### src/hw/rtl/ewh_pkg.sv
// ----------------------------------------------------------------------------
// ewh_pkg: shared types and constants for the equal-width histogram
// Holds field widths, the sequencer state type and the count limit and fixed-point constants.
// ----------------------------------------------------------------------------
package ewh_pkg;
  localparam int SampleW = 31;
  localparam int StartW  = 32;
  localparam int TotalW  = 11;
  localparam int IndexW  = 6;
  localparam int BinCfgW = 7;
  localparam logic [TotalW-1:0] CountMax = 11'd2047;
  localparam logic signed [33:0] HalfQ16 = 34'sd32768;
  localparam logic [17:0] OneQ16 = 18'd65536;

  typedef enum logic [8:0] {
    ST_LOAD  = 9'b0_0000_0001,
    ST_DIV   = 9'b0_0000_0010,
    ST_CLEAR = 9'b0_0000_0100,
    ST_RDREQ = 9'b0_0000_1000,
    ST_SCAN  = 9'b0_0001_0000,
    ST_BUMP  = 9'b0_0010_0000,
    ST_COUNT = 9'b0_0100_0000,
    ST_EMIT  = 9'b0_1000_0000,
    ST_HOLD  = 9'b1_0000_0000
  } ewh_state_t;
endpackage

### src/hw/rtl/ewh_div.sv
// ----------------------------------------------------------------------------
// ewh_div: restoring divider, one quotient bit per cycle
// Floor division of a signed 33-bit dividend by a positive 7-bit divisor.
// ----------------------------------------------------------------------------
module ewh_div
  import ewh_pkg::*;
(
  input  logic               clk,
  input  logic               rst,
  input  logic               start,
  input  logic signed [32:0] dividend,
  input  logic [6:0]         divisor,
  output logic               done,
  output logic signed [32:0] quotient
);
  logic [32:0] mag;
  logic [32:0] quo;
  logic [7:0]  rem;
  logic        neg;
  logic [5:0]  step;
  logic        busy;
  logic [7:0]  trial;
  logic [7:0]  rem_next;

  always_comb begin
    trial = {rem[6:0], mag[32]};
    rem_next = (trial >= {1'b0, divisor}) ? trial - {1'b0, divisor} : trial;
  end

  always_ff @(posedge clk) begin
    if (rst) begin
      busy <= 1'b0;
      done <= 1'b0;
    end else begin
      done <= 1'b0;
      if (start) begin
        busy <= 1'b1;
        step <= 6'd0;
        neg  <= dividend[32];
        mag  <= dividend[32] ? 33'(-dividend) : 33'(dividend);
        rem  <= 8'd0;
        quo  <= 33'd0;
      end else if (busy) begin
        mag  <= {mag[31:0], 1'b0};
        rem  <= rem_next;
        quo  <= {quo[31:0], trial >= {1'b0, divisor}};
        step <= step + 6'd1;
        if (step == 6'd32) begin
          busy <= 1'b0;
          done <= 1'b1;
          // Floor for negative dividends: round toward minus infinity.
          if (neg) begin
            quotient <= -$signed({quo[31:0], trial >= {1'b0, divisor}})
                        - ((rem_next != 8'd0) ? 33'sd1 : 33'sd0);
          end else begin
            quotient <= $signed({quo[31:0], trial >= {1'b0, divisor}});
          end
        end
      end
    end
  end
endmodule

### config.mk
export PLATFORM = sky130hd
export DESIGN_NAME = ewh_div
export DESIGN_NICKNAME = d
export VERILOG_FILES = /design/src/hw/rtl/ewh_pkg.sv /design/src/hw/rtl/ewh_div.sv
export SDC_FILE = /design/constraint.sdc
export NUM_CORES = 1
export LEC_CHECK = 0
export BUFFER_PORTS_ARGS = -buffer_cell sky130_fd_sc_hd__buf_2
export CAP_MARGIN = 10
export CORE_ASPECT_RATIO = 0.7
export CORE_MARGIN = 2
export CORE_UTILIZATION = 23
export DETAILED_ROUTE_END_ITERATION = 6
export HOLD_SLACK_MARGIN = 0.1
export MAX_ROUTING_LAYER = met4
export PLACE_DENSITY_LB_ADDON = 0.15
export SLEW_MARGIN = 20
export SYNTH_ARGS = -nofsm -noshare
export SYNTH_HDL_FRONTEND = slang
export SYNTH_SLANG_ARGS = --single-unit
### constraint.sdc
create_clock -name clk -period 7.1 [get_ports clk]
set_input_delay 1.42 -clock clk [delete_from_list [all_inputs] [get_ports clk]]
set_output_delay 1.42 -clock clk [all_outputs]
set_load 0.02 [all_outputs]
# Word level (Yosys, flattened, before mapping)
# Cells that the tools add are included.
# op_classes
bitwise	3
add_sub_neg	5
magnitude_cmp	1
mux	13
reduce_logical	6
n_eq_ne	1
# op_table
op	n
two-way mux 33 bit	4
negation 33 bit	2
subtractor 33 x 2 -> 33 bit	1
two-way mux 32 bit	1
greater-or-equal comparator 8 x 7 -> 1 bit	1
two-way mux 8 bit	1
nonzero test 8 bit	1
subtractor 8 x 7 -> 8 bit	1
two-way mux 7 bit	1
adder 6 x 1 -> 6 bit (second input constant)	1
== test 6 bit (second input constant)	1
two-way mux 6 bit	1
two-way mux 1 bit	5
AND reduction 2 bit	2
AND reduction 4 bit	1
inverter 1 bit	3
OR reduction 3 bit	1
nonzero test 2 bit	1
# word_totals
in_bits	43
output_inout_bits	34
wordCells	37
reg_bits	114

# Logic depth before layout (Yosys ltp)
# Gate-level depths: netlist of run 1.
# depth
ltp_word	6
ltp_mapped	24

# Worst setup path after synthesis of run 1
# Ideal clock, no wire load.
# synth_timing
path_type	input to register
from	in start
to	reg quotient[0] (enable)
path_buffers	1
stages	2
setup_slack_ns	1.433
arrival_ns	5.148
path_cell_list	clkbuf_1 nor4b_1
# synth_between
elab_chain_len	2
# synth_rtl
element	line	text
start: declaration	ewh_div.sv:10	input logic start,
inverter 1 bit (no source line)	--	
AND reduction 4 bit (no source line)	--	
end signal: assignment	ewh_div.sv:53	quotient <= -$signed({quo[31:0], trial >= {1'b0, divisor}})
end signal: assignment	ewh_div.sv:56	quotient <= $signed({quo[31:0], trial >= {1'b0, divisor}});
end: declaration	ewh_div.sv:14	output logic signed [32:0] quotient
# No other way between the ends.
# A chain may end at the register's enable or synchronous reset.

# Worst setup path after layout of run 1
# layout_timing
from	in divisor[0]
to	reg quotient[27], data pin
# layout_between
elab_chain_len	6
elab_cells_between_ends	8
classes_between	3 x add/sub; 1 x order compare; 3 x mux; 1 x reduce/logical
# layout_rtl
element	line	text
start: declaration	ewh_div.sv:12	input logic [6:0] divisor,
parallel branches: the longest is 4 deep, another holds negation 33 bit	--	
subtractor 33 x 2 -> 33 bit *	ewh_div.sv:54	- ((rem_next != 8'd0) ? 33'sd1 : 33'sd0);
two-way mux 33 bit *	ewh_div.sv:52	if (neg) begin
# Every way passes the cells marked *.

==> run summary, run 1 <==
YOSYS
--------------------------------------------------------------------------------
Synth Flop Type                                                     sky130_fd_sc_hd__edfxtp_1
Synthesized netlist cell count                                               754
Register area share after synthesis                                       46.42%
Cell type with the highest aggregate area in the netlist            sky130_fd_sc_hd__edfxtp_1
#FFs+latches synth                                                           114
Top cells by area, synth                                            sky130_fd_sc_hd__edfxtp_1, sky130_fd_sc_hd__ha_1, sky130_fd_sc_hd__nor2_1
Commonest cells post-synth                                          sky130_fd_sc_hd__edfxtp_1, sky130_fd_sc_hd__nor2_1, sky130_fd_sc_hd__a21oi_1
Syn Nets                                                                     842
Synthesized area per cell                                            9.724 sq um
Summed instance area of the synthesized netlist                       7332 sq um
Number of different library cells in the post-synthesis netlist               62
Number of enable flip-flop cells after synthesis                             112
Async S/R FF share, synth                                                     0%
Share of the synthesized area in the top cell type                        45.87%
Most used standard cell by instance count after synthesis           sky130_fd_sc_hd__edfxtp_1
Total number of yosys warnings                                                 0

CTS
--------------------------------------------------------------------------------
Count of hold-fix buffers inserted at cts                                      0
Number of buffers on the longest clock path                                    2
TritonCTS clock tree                                                         yes
CTS Buf Count                                                                 17
H-tree Lvls                                                                    4
Clock root buffer                                                   sky130_fd_sc_hd__clkbuf_16
Post-CTS setup buffers                                                         0
Clock sink count                                                             114
Number of resized instances in the post-cts repair step                        0
Clock latency at the later pin of the worst-skew pair                     430 ps
Reg clk slew, reported paths                                               60 ps

SETUP PATH
--------------------------------------------------------------------------------
Classification of the worst setup path                                    in2reg
Startpoint types                                                    primary input
Most frequent CP cell                                               sky130_fd_sc_hd__ha_1
Top fanout value on the critical path                                         12
Crit end category                                                       register
Register-to-register setup slack                                         1640 ps
Critical path's largest stage delay                                       510 ps
Cell count of the worst reg-to-reg path                                       23
List of cells traversed by the critical path                        buf_2 -> ha_1 -> fa_1 -> nor2b_1 -> o21ai_0 -> a21boi_0 -> o21ai_0 -> nand2b_1 -> a21o_1 -> a31oi_1 -> a221oi_1 -> ha_1 -> ha_1 -> inv_1 -> ha_1 -> o21bai_1 -> a31oi_1 -> nand3b_1 -> a21bo_2 -> a21o_1 -> a31oi_1 -> nor2_1 -> o311ai_0
Slowest cell on the critical path                                   sky130_fd_sc_hd__o311ai_0
Critical path arrival                                                    6260 ps
Required arrival time at the worst endpoint                              7260 ps

STA
--------------------------------------------------------------------------------
Number of pins with negative max-slew slack in the final report                0
Time the final worst path needs with I/O delays and setup                6097 ps
Worst max-slew margin expressed relative to the limit                     43.91%
Final count of hold timing violations                                          0
Fmax                                                                   164.0 MHz
Max Clock Skew                                                          12.30 ps
Number of failing setup endpoints in the final timing report                   0
Unrepaired setup endpoints after global routing                            false
Setup TNS                                                                   0 ps
Period Utilization, post-route                                            85.87%
Worst-margin pin slew                                                   841.3 ps

GLOBAL ROUTE
--------------------------------------------------------------------------------
Combined global-route utilization of all metal layers                     11.82%
Number of antenna violations at the first check in global routing              0
Global-route wire length before repair                                 29,520 um
Vias in the first global route                                             5,268
Pin count of the biggest net entering global routing                          78
Overflow left after global routing                                             0

DRT
--------------------------------------------------------------------------------
Mean routed wirelength per cell                                         14.62 um
Violation count after the first detailed-routing iteration                   393
Vias per std cell                                                          4.441
DRC                                                                            0
Vias                                                                       5,573
Number of detailed-routing iterations run before antenna repair                4
Wire length after detailed routing                                     18,350 um
Number of nets still failing antenna checks after routing                      0

PWR
--------------------------------------------------------------------------------
Leak pwr                                                                3.480 nW
Clock share of power                                                       43.5%
Power Internal                                                          1.520 mW
Logic gate share of total power                                            17.9%
Worst VDD drop                                                          138.4 uV
Share of total power consumed by net switching                            27.25%
Switching power summed over all nets                                   0.5693 mW
Seq pwr share                                                              38.6%
Power density of the placed cells                                   237.8 nW/um^2

FINAL LAYOUT
--------------------------------------------------------------------------------
End-of-flow core utilization                                              28.08%
Number of filler instances in the final layout                             3,327
Layout-stage area growth over the synthesis result                        19.81%
Filler-free cell count of the finished design                              1,255
Final-stage net count                                                        910
Share of cells above drive strength 1                                     15.33%
Number of diodes added for antenna fixing                                      0
Final cell area excluding filler cells                                8785 sq um

FLOORPLANNING
--------------------------------------------------------------------------------
Initial cell density of the core                                          23.44%
Placement row count                                                           54
Chip width                                                              217.4 um
Area enclosed by the die boundary                                   33,340 sq um
Top Ports                                                                     77
Vertical die dimension                                                  153.4 um
Core footprint                                                      31,280 sq um

MIN PATH
--------------------------------------------------------------------------------
Hold Crit Class                                                          reg2reg
Worst Hold Path Cells                                                          1

PLACEMENT
--------------------------------------------------------------------------------
Routability-driven placement congestion ratio                             0.8032
Half-perimeter wire length after detailed placement                    13,170 um
Port-buffer cells                                                             76
DP Area                                                               8168 sq um
Post-placement cell count                                                  1,223

FLOW RUN
--------------------------------------------------------------------------------
Count of maximum capacitance violations                                        0

RUN STATUS
--------------------------------------------------------------------------------
Outcome                                                             complete, no violations

-- power groups by stage --
stage / Combinational [mW] / Sequential [mW] / Clock [mW]
floorplan: 0.275 / 0.817 / 0
global placement: 0.380 / 0.821 / 0
detailed placement: 0.376 / 0.820 / 0
CTS: 0.379 / 0.807 / 0.941
global route: 0.426 / 0.811 / 0.973
finish: 0.374 / 0.807 / 0.908
-- logic make-up after synthesis --
family	count (synthesis)	share of synthesized area (%)
adder cells (fa/ha/maj)	45	7.782
multiplexers	11	1.604
buffers and inverters	89	4.556
XOR/XNOR	60	7.167
flip-flops	114	46.42
AO/OA/AOI/OAI	196	16.79
AND/OR/NAND/NOR	239	15.68
-- critical path: cells and delay by family --
family / cells / cell delay [ps]
AOI/OAI and AO/OA: 12 / 2870
buffers and inverters: 2 / 150
adders and majority gates: 5 / 1190
and+or+nand+nor: 4 / 620
-- metal layers --
layer  routed length, um  global-route usage [%]  part of all wire, %  vias to the layer above
met5                   0                       -                    0                        -
met3                 466                   3.383                  2.5                       12
met1               10560                   17.85                   58                     2646
met4                 167                   3.327                 0.91                        0
met2                7151                   14.80                   39                       61
li1                    -                       -                    -                     2854
-- path summary, 6_finish.rpt --
path,startpoint,to
setup / recovery,divisor[0],quotient[27]
hold / removal,busy,done
setup reg to reg,mag[32],quotient[27]
hold reg to reg,busy,done
-- area by class of cell --
type / count / area [sq um] / area share (%)
Clock buffer: 18 / 429.2 / 4.885
Clock inverter: 14 / 187.7 / 2.136
Inverter: 58 / 217.7 / 2.478
Multi-Input combinational cell: 551 / 3608 / 41.08
Sequential cell: 114 / 3403 / 38.74
Tap cell: 420 / 525.5 / 5.982
Timing Repair Buffer: 80 / 412.9 / 4.700
-- registers in the layout, indices dropped and copies added, names as in the netlist --
register,cells
done,1
rem,7
neg,1
step,6
quotient,33
busy,1
mag,33
quo,32
-- stage by stage --
| stage | power, mW | hold WS, ps | worst slack, ps |
|---|---|---|---|
| 5_1_grt | 2.209 | 522.3 | 620.4 |
| 4_1_cts | 2.126 | 499.6 | 1028 |
| 6_report | 2.089 | 495.1 | 1003 |
| 3_3_place_gp | 1.201 | 489.6 | 838.8 |
| 3_5_place_dp | 1.196 | 491.4 | 585.9 |
| 2_1_floorplan | 1.092 | 466.4 | 1433 |
-- layout by cell type (no fill, tap or decap), drive strengths merged, types with 19 or more instances in the layout --
cell type,Yosys,layout
buf,8,80
nor2,103,103
inv,58,59
a21o,23,23
nand2,56,56
nand3,19,19
ha,44,44
o21ai,42,42
a21oi,66,66
xnor2,21,21
edfxtp,112,112
xor2,39,39
Note: power is estimated with default switching activity, not from simulation.
==> run 2, diff against run 1 <==
--- a/config.mk
+++ b/config.mk
@@ -5,7 +5,7 @@
 export SDC_FILE = /design/constraint.sdc
 export NUM_CORES = 1
 export LEC_CHECK = 0
-export BUFFER_PORTS_ARGS = -buffer_cell sky130_fd_sc_hd__buf_2
+export BUFFER_PORTS_ARGS = -buffer_cell sky130_fd_sc_hd__buf_4
 export CAP_MARGIN = 10
 export CORE_ASPECT_RATIO = 0.7
 export CORE_MARGIN = 2
==> run summary, run 2 (synthesis results as in run 1) <==
RUN STATUS
-------------------------------------------------------------------------------------
Outcome                                                                  complete, no violations   unchanged

FLOORPLANNING
-------------------------------------------------------------------------------------
Core footprint                                                           31,280 sq um   unchanged
Area enclosed by the die boundary                                        33,340 sq um   unchanged
Top Ports                                                                          77   unchanged
Initial cell density of the core                                               23.44%   unchanged
Placement row count                                                                54   unchanged
Chip width                                                                   217.4 um   unchanged
Vertical die dimension                                                       153.4 um   unchanged

CTS
-------------------------------------------------------------------------------------
CTS Buf Count                                                                      17   unchanged
Count of hold-fix buffers inserted at cts                                           0   unchanged
H-tree Lvls                                                                         4   unchanged
TritonCTS clock tree                                                              yes   unchanged
Clock sink count                                                                  114   unchanged
Reg clk slew, reported paths                                                    60 ps   about the same
Number of buffers on the longest clock path                                         2   unchanged
Clock root buffer                                                        sky130_fd_sc_hd__clkbuf_16   unchanged
Clock latency at the later pin of the worst-skew pair                          430 ps   about the same
Number of resized instances in the post-cts repair step                             0   unchanged
Post-CTS setup buffers                                                              0   unchanged

PLACEMENT
-------------------------------------------------------------------------------------
Routability-driven placement congestion ratio                                  0.7983   was 0.8032
DP Area                                                                    8356 sq um   was 8168 sq um
Half-perimeter wire length after detailed placement                         12,890 um   was 13,170 um
Post-placement cell count                                                       1,223   unchanged
Port-buffer cells                                                                  76   unchanged

MIN PATH
-------------------------------------------------------------------------------------
Hold Crit Class                                                               reg2reg   unchanged

STA
-------------------------------------------------------------------------------------
Number of pins with negative max-slew slack in the final report                     0   unchanged
Worst max-slew margin expressed relative to the limit                          41.92%   was 43.91%
Time the final worst path needs with I/O delays and setup                     5940 ps   was 6097 ps
Number of failing setup endpoints in the final timing report                        0   unchanged
Final count of hold timing violations                                               0   unchanged
Max Clock Skew                                                               10.85 ps   was 12.30 ps
Setup TNS                                                                        0 ps   unchanged
Period Utilization, post-route                                                 83.66%   was 85.87%
Fmax                                                                        168.4 MHz   was 164.0 MHz
Worst-margin pin slew                                                        871.2 ps   was 841.3 ps
Unrepaired setup endpoints after global routing                                 false   unchanged

PWR
-------------------------------------------------------------------------------------
Leak pwr                                                                     3.519 nW   was 3.480 nW
Seq pwr share                                                                   40.3%   was 38.6%
Logic gate share of total power                                                 18.9%   was 17.9%
Clock share of power                                                            40.7%   was 43.5%
Power Internal                                                               1.449 mW   was 1.520 mW
Power density of the placed cells                                        224.6 nW/um^2   was 237.8 nW/um^2
Share of total power consumed by net switching                                 27.55%   was 27.25%
Worst VDD drop                                                               142.1 uV   was 138.4 uV
Switching power summed over all nets                                        0.5510 mW   was 0.5693 mW

SETUP PATH
-------------------------------------------------------------------------------------
Crit-path leading delay family                                           compound AO/OA/AOI/OAI gates   unchanged
Slowest cell on the critical path                                        sky130_fd_sc_hd__a211oi_1   was sky130_fd_sc_hd__o311ai_0
Critical path's largest stage delay                                            540 ps   was 510 ps
Startpoint types                                                         primary input   unchanged
Number of buffer and inverter instances along the worst setup path                  2   unchanged
Required arrival time at the worst endpoint                                   7280 ps   was 7260 ps
Register-to-register setup slack                                              1830 ps   was 1640 ps
List of cells traversed by the critical path                             buf_4 -> ha_1 -> fa_1 -> nor2b_1 -> o21ai_0 -> a21boi_0 -> o21ai_0 -> nand2b_1 -> a21o_1 -> inv_1 -> ha_1 -> ha_1 -> a211oi_1 -> o211ai_1 -> a211oi_1 -> a211oi_1 -> o2111ai_1 -> and2_1 -> o221ai_1 -> xnor2_1   was buf_2 -> ha_1 -> fa_1 -> nor2b_1 -> o21ai_0 -> a21boi_0 -> o21ai_0 -> nand2b_1 -> a21o_1 -> a31oi_1 -> a221oi_1 -> ha_1 -> ha_1 -> inv_1 -> ha_1 -> o21bai_1 -> a31oi_1 -> nand3b_1 -> a21bo_2 -> a21o_1 -> a31oi_1 -> nor2_1 -> o311ai_0
Classification of the worst setup path                                         in2reg   unchanged
Critical path arrival                                                         6120 ps   was 6260 ps
Top fanout value on the critical path                                              12   unchanged
Crit end category                                                            register   unchanged

FINAL LAYOUT
-------------------------------------------------------------------------------------
Number of diodes added for antenna fixing                                           0   unchanged
Share of cells above drive strength 1                                          14.73%   was 15.33%
Layout-stage area growth over the synthesis result                             21.48%   was 19.81%
Largest registers                                                        mag x33, quotient x33, quo x32   unchanged
Final cell area excluding filler cells                                     8907 sq um   was 8785 sq um
Filler-free cell count of the finished design                                   1,255   unchanged
Final-stage net count                                                             910   unchanged
Highest-count cells in the layout ignoring fill and taps                 sky130_fd_sc_hd__edfxtp_1, sky130_fd_sc_hd__nor2_1, sky130_fd_sc_hd__buf_4   was sky130_fd_sc_hd__edfxtp_1, sky130_fd_sc_hd__nor2_1, sky130_fd_sc_hd__buf_2
Most frequent standard cell in the layout excluding fill and tap cells   sky130_fd_sc_hd__edfxtp_1   unchanged
Number of filler instances in the final layout                                  3,295   was 3,327

DRT
-------------------------------------------------------------------------------------
Vias per std cell                                                               4.402   was 4.441
Number of nets still failing antenna checks after routing                           0   unchanged
Violation count after the first detailed-routing iteration                        302   was 393
Number of detailed-routing iterations run before antenna repair                     4   unchanged
Wire length after detailed routing                                          18,040 um   was 18,350 um
DRC                                                                                 0   unchanged
Vias                                                                            5,525   was 5,573
Mean routed wirelength per cell                                              14.37 um   was 14.62 um

GLOBAL ROUTE
-------------------------------------------------------------------------------------
Overflow left after global routing                                                  0   unchanged
Vias in the first global route                                                  5,300   was 5,268
Pin count of the biggest net entering global routing                               63   was 78
Combined global-route utilization of all metal layers                          11.62%   was 11.82%
Number of antenna violations at the first check in global routing                   0   unchanged
Global-route wire length before repair                                      29,090 um   was 29,520 um

FLOW RUN
-------------------------------------------------------------------------------------
Count of maximum capacitance violations                                             0   unchanged

==> run 2: area by class of cell <==
cell class,instances,area [sq um],share of cell area (%)
Multi-Input combinational cell,551,3608,40.51
Sequential cell,114,3403,38.21
Timing Repair Buffer,80,600.6,6.743
Tap cell,420,525.5,5.900
Clock buffer,19,432.9,4.860
Inverter,58,217.7,2.444
Clock inverter,13,118.9,1.334
==> run 2: power by group through the flow <==
stage / logic [mW] / registers (mW) / clock network (mW)
after floorplan: 0.275 / 0.817 / 0
after global placement: 0.386 / 0.820 / 0
after detailed placement: 0.380 / 0.820 / 0
after CTS: 0.383 / 0.807 / 0.843
after global routing: 0.432 / 0.811 / 0.868
final: 0.379 / 0.807 / 0.815
==> run 2: per-stage QoR <==
step | hold slack, ps | power (mW) | utilization (%) | setup WS (ps)
after floorplan | 466.4 | 1.092 | - | 1433
after global placement | 486.4 | 1.206 | 26.71 | 808.8
after detailed placement | 488.2 | 1.200 | 26.71 | 721.9
after CTS | 495.1 | 2.033 | 28.47 | 1185
after global routing | 520.3 | 2.110 | 28.47 | 714.0
final | 492.1 | 2.000 | 28.47 | 1160
==> run 2: worst paths after layout <==
path | from | end | cells past startpoint
setup / recovery | divisor[0] | quotient[32] | 20
hold / removal | busy | done | 1
setup reg to reg | mag[32] | quotient[32] | 20
hold reg to reg | busy | done | 1
==> run 2: routing by layer <==
metal / up-vias / share of wire (%) / GRT usage (%)
li1: 2860 / - / -
met1: 2584 / 58 / 17.93
met2: 65 / 37 / 14.01
met3: 16 / 3.0 / 3.005
met4: 0 / 1.4 / 3.914
met5: - / 0 / -
==> run 3, diff against run 2 <==
==> constraint.sdc (replaced) <==
create_clock -name clk -period 5.76 [get_ports clk]
set_input_delay 1.152 -clock clk [delete_from_list [all_inputs] [get_ports clk]]
set_output_delay 1.152 -clock clk [all_outputs]
set_load 0.02 [all_outputs]
==> run summary, run 3 (synthesis results as in run 1) <==
CTS
-------------------------------------------------------------------------------------
TritonCTS clock tree                                                              yes   unchanged
CTS Buf Count                                                                      17   unchanged
Clock latency at the later pin of the worst-skew pair                          430 ps   about the same
Clock root buffer                                                        sky130_fd_sc_hd__clkbuf_16   unchanged
Reg clk slew, reported paths                                                    60 ps   about the same
Post-CTS setup buffers                                                              0   unchanged
Number of buffers on the longest clock path                                         2   unchanged
H-tree Lvls                                                                         4   unchanged
Count of hold-fix buffers inserted at cts                                           0   unchanged
Clock sink count                                                                  114   unchanged

PLACEMENT
-------------------------------------------------------------------------------------
Port-buffer cells                                                                  76   unchanged
Half-perimeter wire length after detailed placement                         13,100 um   was 12,890 um
Pre-CTS worst setup slack                                                   -121.9 ps   was 721.9 ps
Post-placement cell count                                                       1,239   was 1,223
Routability-driven placement congestion ratio                                  0.7814   was 0.7983

FINAL LAYOUT
-------------------------------------------------------------------------------------
Filler-free cell count of the finished design                                   1,271   was 1,255
Highest-count cells in the layout ignoring fill and taps                 sky130_fd_sc_hd__edfxtp_1, sky130_fd_sc_hd__nor2_1, sky130_fd_sc_hd__buf_4   unchanged
Total area of multi-input combinational cells                              3615 sq um   was 3608 sq um
Largest registers                                                        mag x33, quotient x33, quo x32   unchanged
Most frequent standard cell in the layout excluding fill and tap cells   sky130_fd_sc_hd__edfxtp_1   unchanged
Layout-stage area growth over the synthesis result                             23.74%   was 21.48%
End-of-flow core utilization                                                   29.00%   was 28.47%
Sequential cell area                                                       3403 sq um   unchanged
Final-stage net count                                                             926   was 910
Number of diodes added for antenna fixing                                           0   unchanged
Share of cells above drive strength 1                                          17.16%   was 14.73%
Number of filler instances in the final layout                                  3,322   was 3,295

GLOBAL ROUTE
-------------------------------------------------------------------------------------
Vias in the first global route                                                  5,423   was 5,300
Number of antenna violations at the first check in global routing                   0   unchanged
Combined global-route utilization of all metal layers                          11.92%   was 11.62%
Pin count of the biggest net entering global routing                               62   was 63
Overflow left after global routing                                                  0   unchanged
Global-route wire length before repair                                      30,090 um   was 29,090 um

STA
-------------------------------------------------------------------------------------
Max Clock Skew                                                               13.80 ps   was 10.85 ps
Unrepaired setup endpoints after global routing                                 false   unchanged
Fmax                                                                        186.8 MHz
Time the final worst path needs with I/O delays and setup                     5354 ps
Worst-margin pin slew                                                        672.2 ps   was 871.2 ps
Number of failing setup endpoints in the final timing report                        0   unchanged
Period Utilization, post-route                                                 92.95%
Final count of hold timing violations                                               0   unchanged
Setup TNS                                                                        0 ps   unchanged
Number of pins with negative max-slew slack in the final report                     0   unchanged
Worst max-slew margin expressed relative to the limit                          55.19%   was 41.92%
Crit path setup slack, layout                                                405.8 ps   was 1160 ps

SETUP PATH
-------------------------------------------------------------------------------------
Critical path arrival                                                         5500 ps   was 6120 ps
Crit Reg-Reg Startpoint                                                        rem[0]   was mag[32]
List of cells traversed by the critical path                             buf_4 -> inv_1 -> ha_1 -> nor2b_1 -> o21ai_0 -> nand2_1 -> a21o_1 -> a21oi_1 -> xnor2_1 -> or4_1 -> a221oi_2 -> ha_1 -> ha_1 -> inv_1 -> ha_1 -> o21bai_1 -> a31oi_1 -> nand3b_1 -> a21bo_2 -> a21o_1 -> a31oi_1 -> buf_4 -> nand4b_1 -> o221ai_1   was buf_4 -> ha_1 -> fa_1 -> nor2b_1 -> o21ai_0 -> a21boi_0 -> o21ai_0 -> nand2b_1 -> a21o_1 -> inv_1 -> ha_1 -> ha_1 -> a211oi_1 -> o211ai_1 -> a211oi_1 -> a211oi_1 -> o2111ai_1 -> and2_1 -> o221ai_1 -> xnor2_1
Cell count of the worst reg-to-reg path                                            22   was 20
Crit end category                                                            register   unchanged
Top fanout value on the critical path                                               3   was 12
Slowest cell on the critical path                                        sky130_fd_sc_hd__or4_1   was sky130_fd_sc_hd__a211oi_1
Register-to-register setup slack                                               790 ps   was 1830 ps
Startpoint types                                                         primary input   unchanged
Critical path's largest stage delay                                            540 ps   about the same
Classification of the worst setup path                                         in2reg   unchanged
Most frequent CP cell                                                    sky130_fd_sc_hd__ha_1
Required arrival time at the worst endpoint                                   5900 ps   was 7280 ps
Crit Reg-Reg Endpoint                                                    quotient[23]   was quotient[32]

DRT
-------------------------------------------------------------------------------------
Violation count after the first detailed-routing iteration                        355   was 302
Vias                                                                            5,578   was 5,525
Number of nets still failing antenna checks after routing                           0   unchanged
Wire length after detailed routing                                          18,410 um   was 18,040 um
Number of detailed-routing iterations run before antenna repair                     4   unchanged
Mean routed wirelength per cell                                              14.49 um   was 14.37 um
DRC                                                                                 0   unchanged
Vias per std cell                                                               4.389   was 4.402

FLOORPLANNING
-------------------------------------------------------------------------------------
Chip width                                                                   217.4 um   unchanged
Placement row count                                                                54   unchanged
Initial cell density of the core                                               23.44%   unchanged
Core footprint                                                           31,280 sq um   unchanged
Top Ports                                                                          77   unchanged
Area enclosed by the die boundary                                        33,340 sq um   unchanged
Vertical die dimension                                                       153.4 um   unchanged

MIN PATH
-------------------------------------------------------------------------------------
Hold Crit Class                                                               reg2reg   unchanged
Hold endpoint                                                                    done   unchanged
Worst Hold Launch                                                                busy   unchanged
Worst Hold Path Cells                                                               1   unchanged

FLOW RUN
-------------------------------------------------------------------------------------
Count of maximum capacitance violations                                             0   unchanged

PWR
-------------------------------------------------------------------------------------
Leak pwr                                                                     3.615 nW   was 3.519 nW
Worst VDD drop                                                               173.5 uV   was 142.1 uV
Power density of the placed cells                                        281.6 nW/um^2   was 224.6 nW/um^2

RUN STATUS
-------------------------------------------------------------------------------------
Outcome                                                                  complete, no violations   unchanged

## run 3: what timing repair did
action                                  in CTS  in global routing
endpoints found under the hold margin        0                  0
gates resized for setup                      0                  2
endpoints found under the setup margin       0                  4
## run 3: worst max-delay path by stage
stage,endpoint,startpoint,slack (ps),depth (start not counted)
2_1_floorplan,quotient[0],start,360,2
3_3_place_gp,quotient[30],divisor[1],-5,22
3_5_place_dp,quotient[23],divisor[1],-120,24
4_1_cts,quotient[23],divisor[1],320,24
5_1_grt,quotient[31],divisor[1],30,23
6_report,quotient[23],divisor[1],410,24
## run 3: per-layer routing
metal | routed length (um) | vias up | global-route usage, %
met5 | 0 | - | -
met4 | 204 | 0 | 3.816
met3 | 504 | 13 | 2.607
met2 | 7161 | 49 | 15.11
met1 | 10540 | 2611 | 18.20
li1 | - | 2905 | -
## run 3: report_power, final
part | total [mW] | internal [mW] | switching, mW
logic | 0.488 | 0.203 | 0.285
clock network | 1.07 | 0.660 | 0.414
registers | 0.993 | 0.973 | 0.0208
## run 3: worst max-delay path, delay by kind of cell
kind / cells / cell delay (ps)
fa+ha+maj: 4 / 850
xor+xnor: 1 / 100
compound gates: 10 / 1960
buf+inv: 4 / 320
simple gates: 5 / 1120
## run 3: per-stage QoR
stage / hold WS, ps / total power [mW] / area (sq um)
2_1_floorplan: 466.4 / 1.346 / 7332
3_3_place_gp: 493.8 / 1.504 / 8476
3_5_place_dp: 486.5 / 1.498 / 8476
4_1_cts: 497.0 / 2.593 / 9066
5_1_grt: 520.9 / 2.691 / 9072
6_report: 498.4 / 2.554 / 9072
## run 3: layout make-up
class	instances	share of cell area, %
Clock buffer	20	5.034
Clock inverter	12	1.476
Tap cell	420	5.792
Sequential cell	114	37.51
Multi-Input combinational cell	551	39.84
Inverter	58	2.400
Timing Repair Buffer	96	7.944
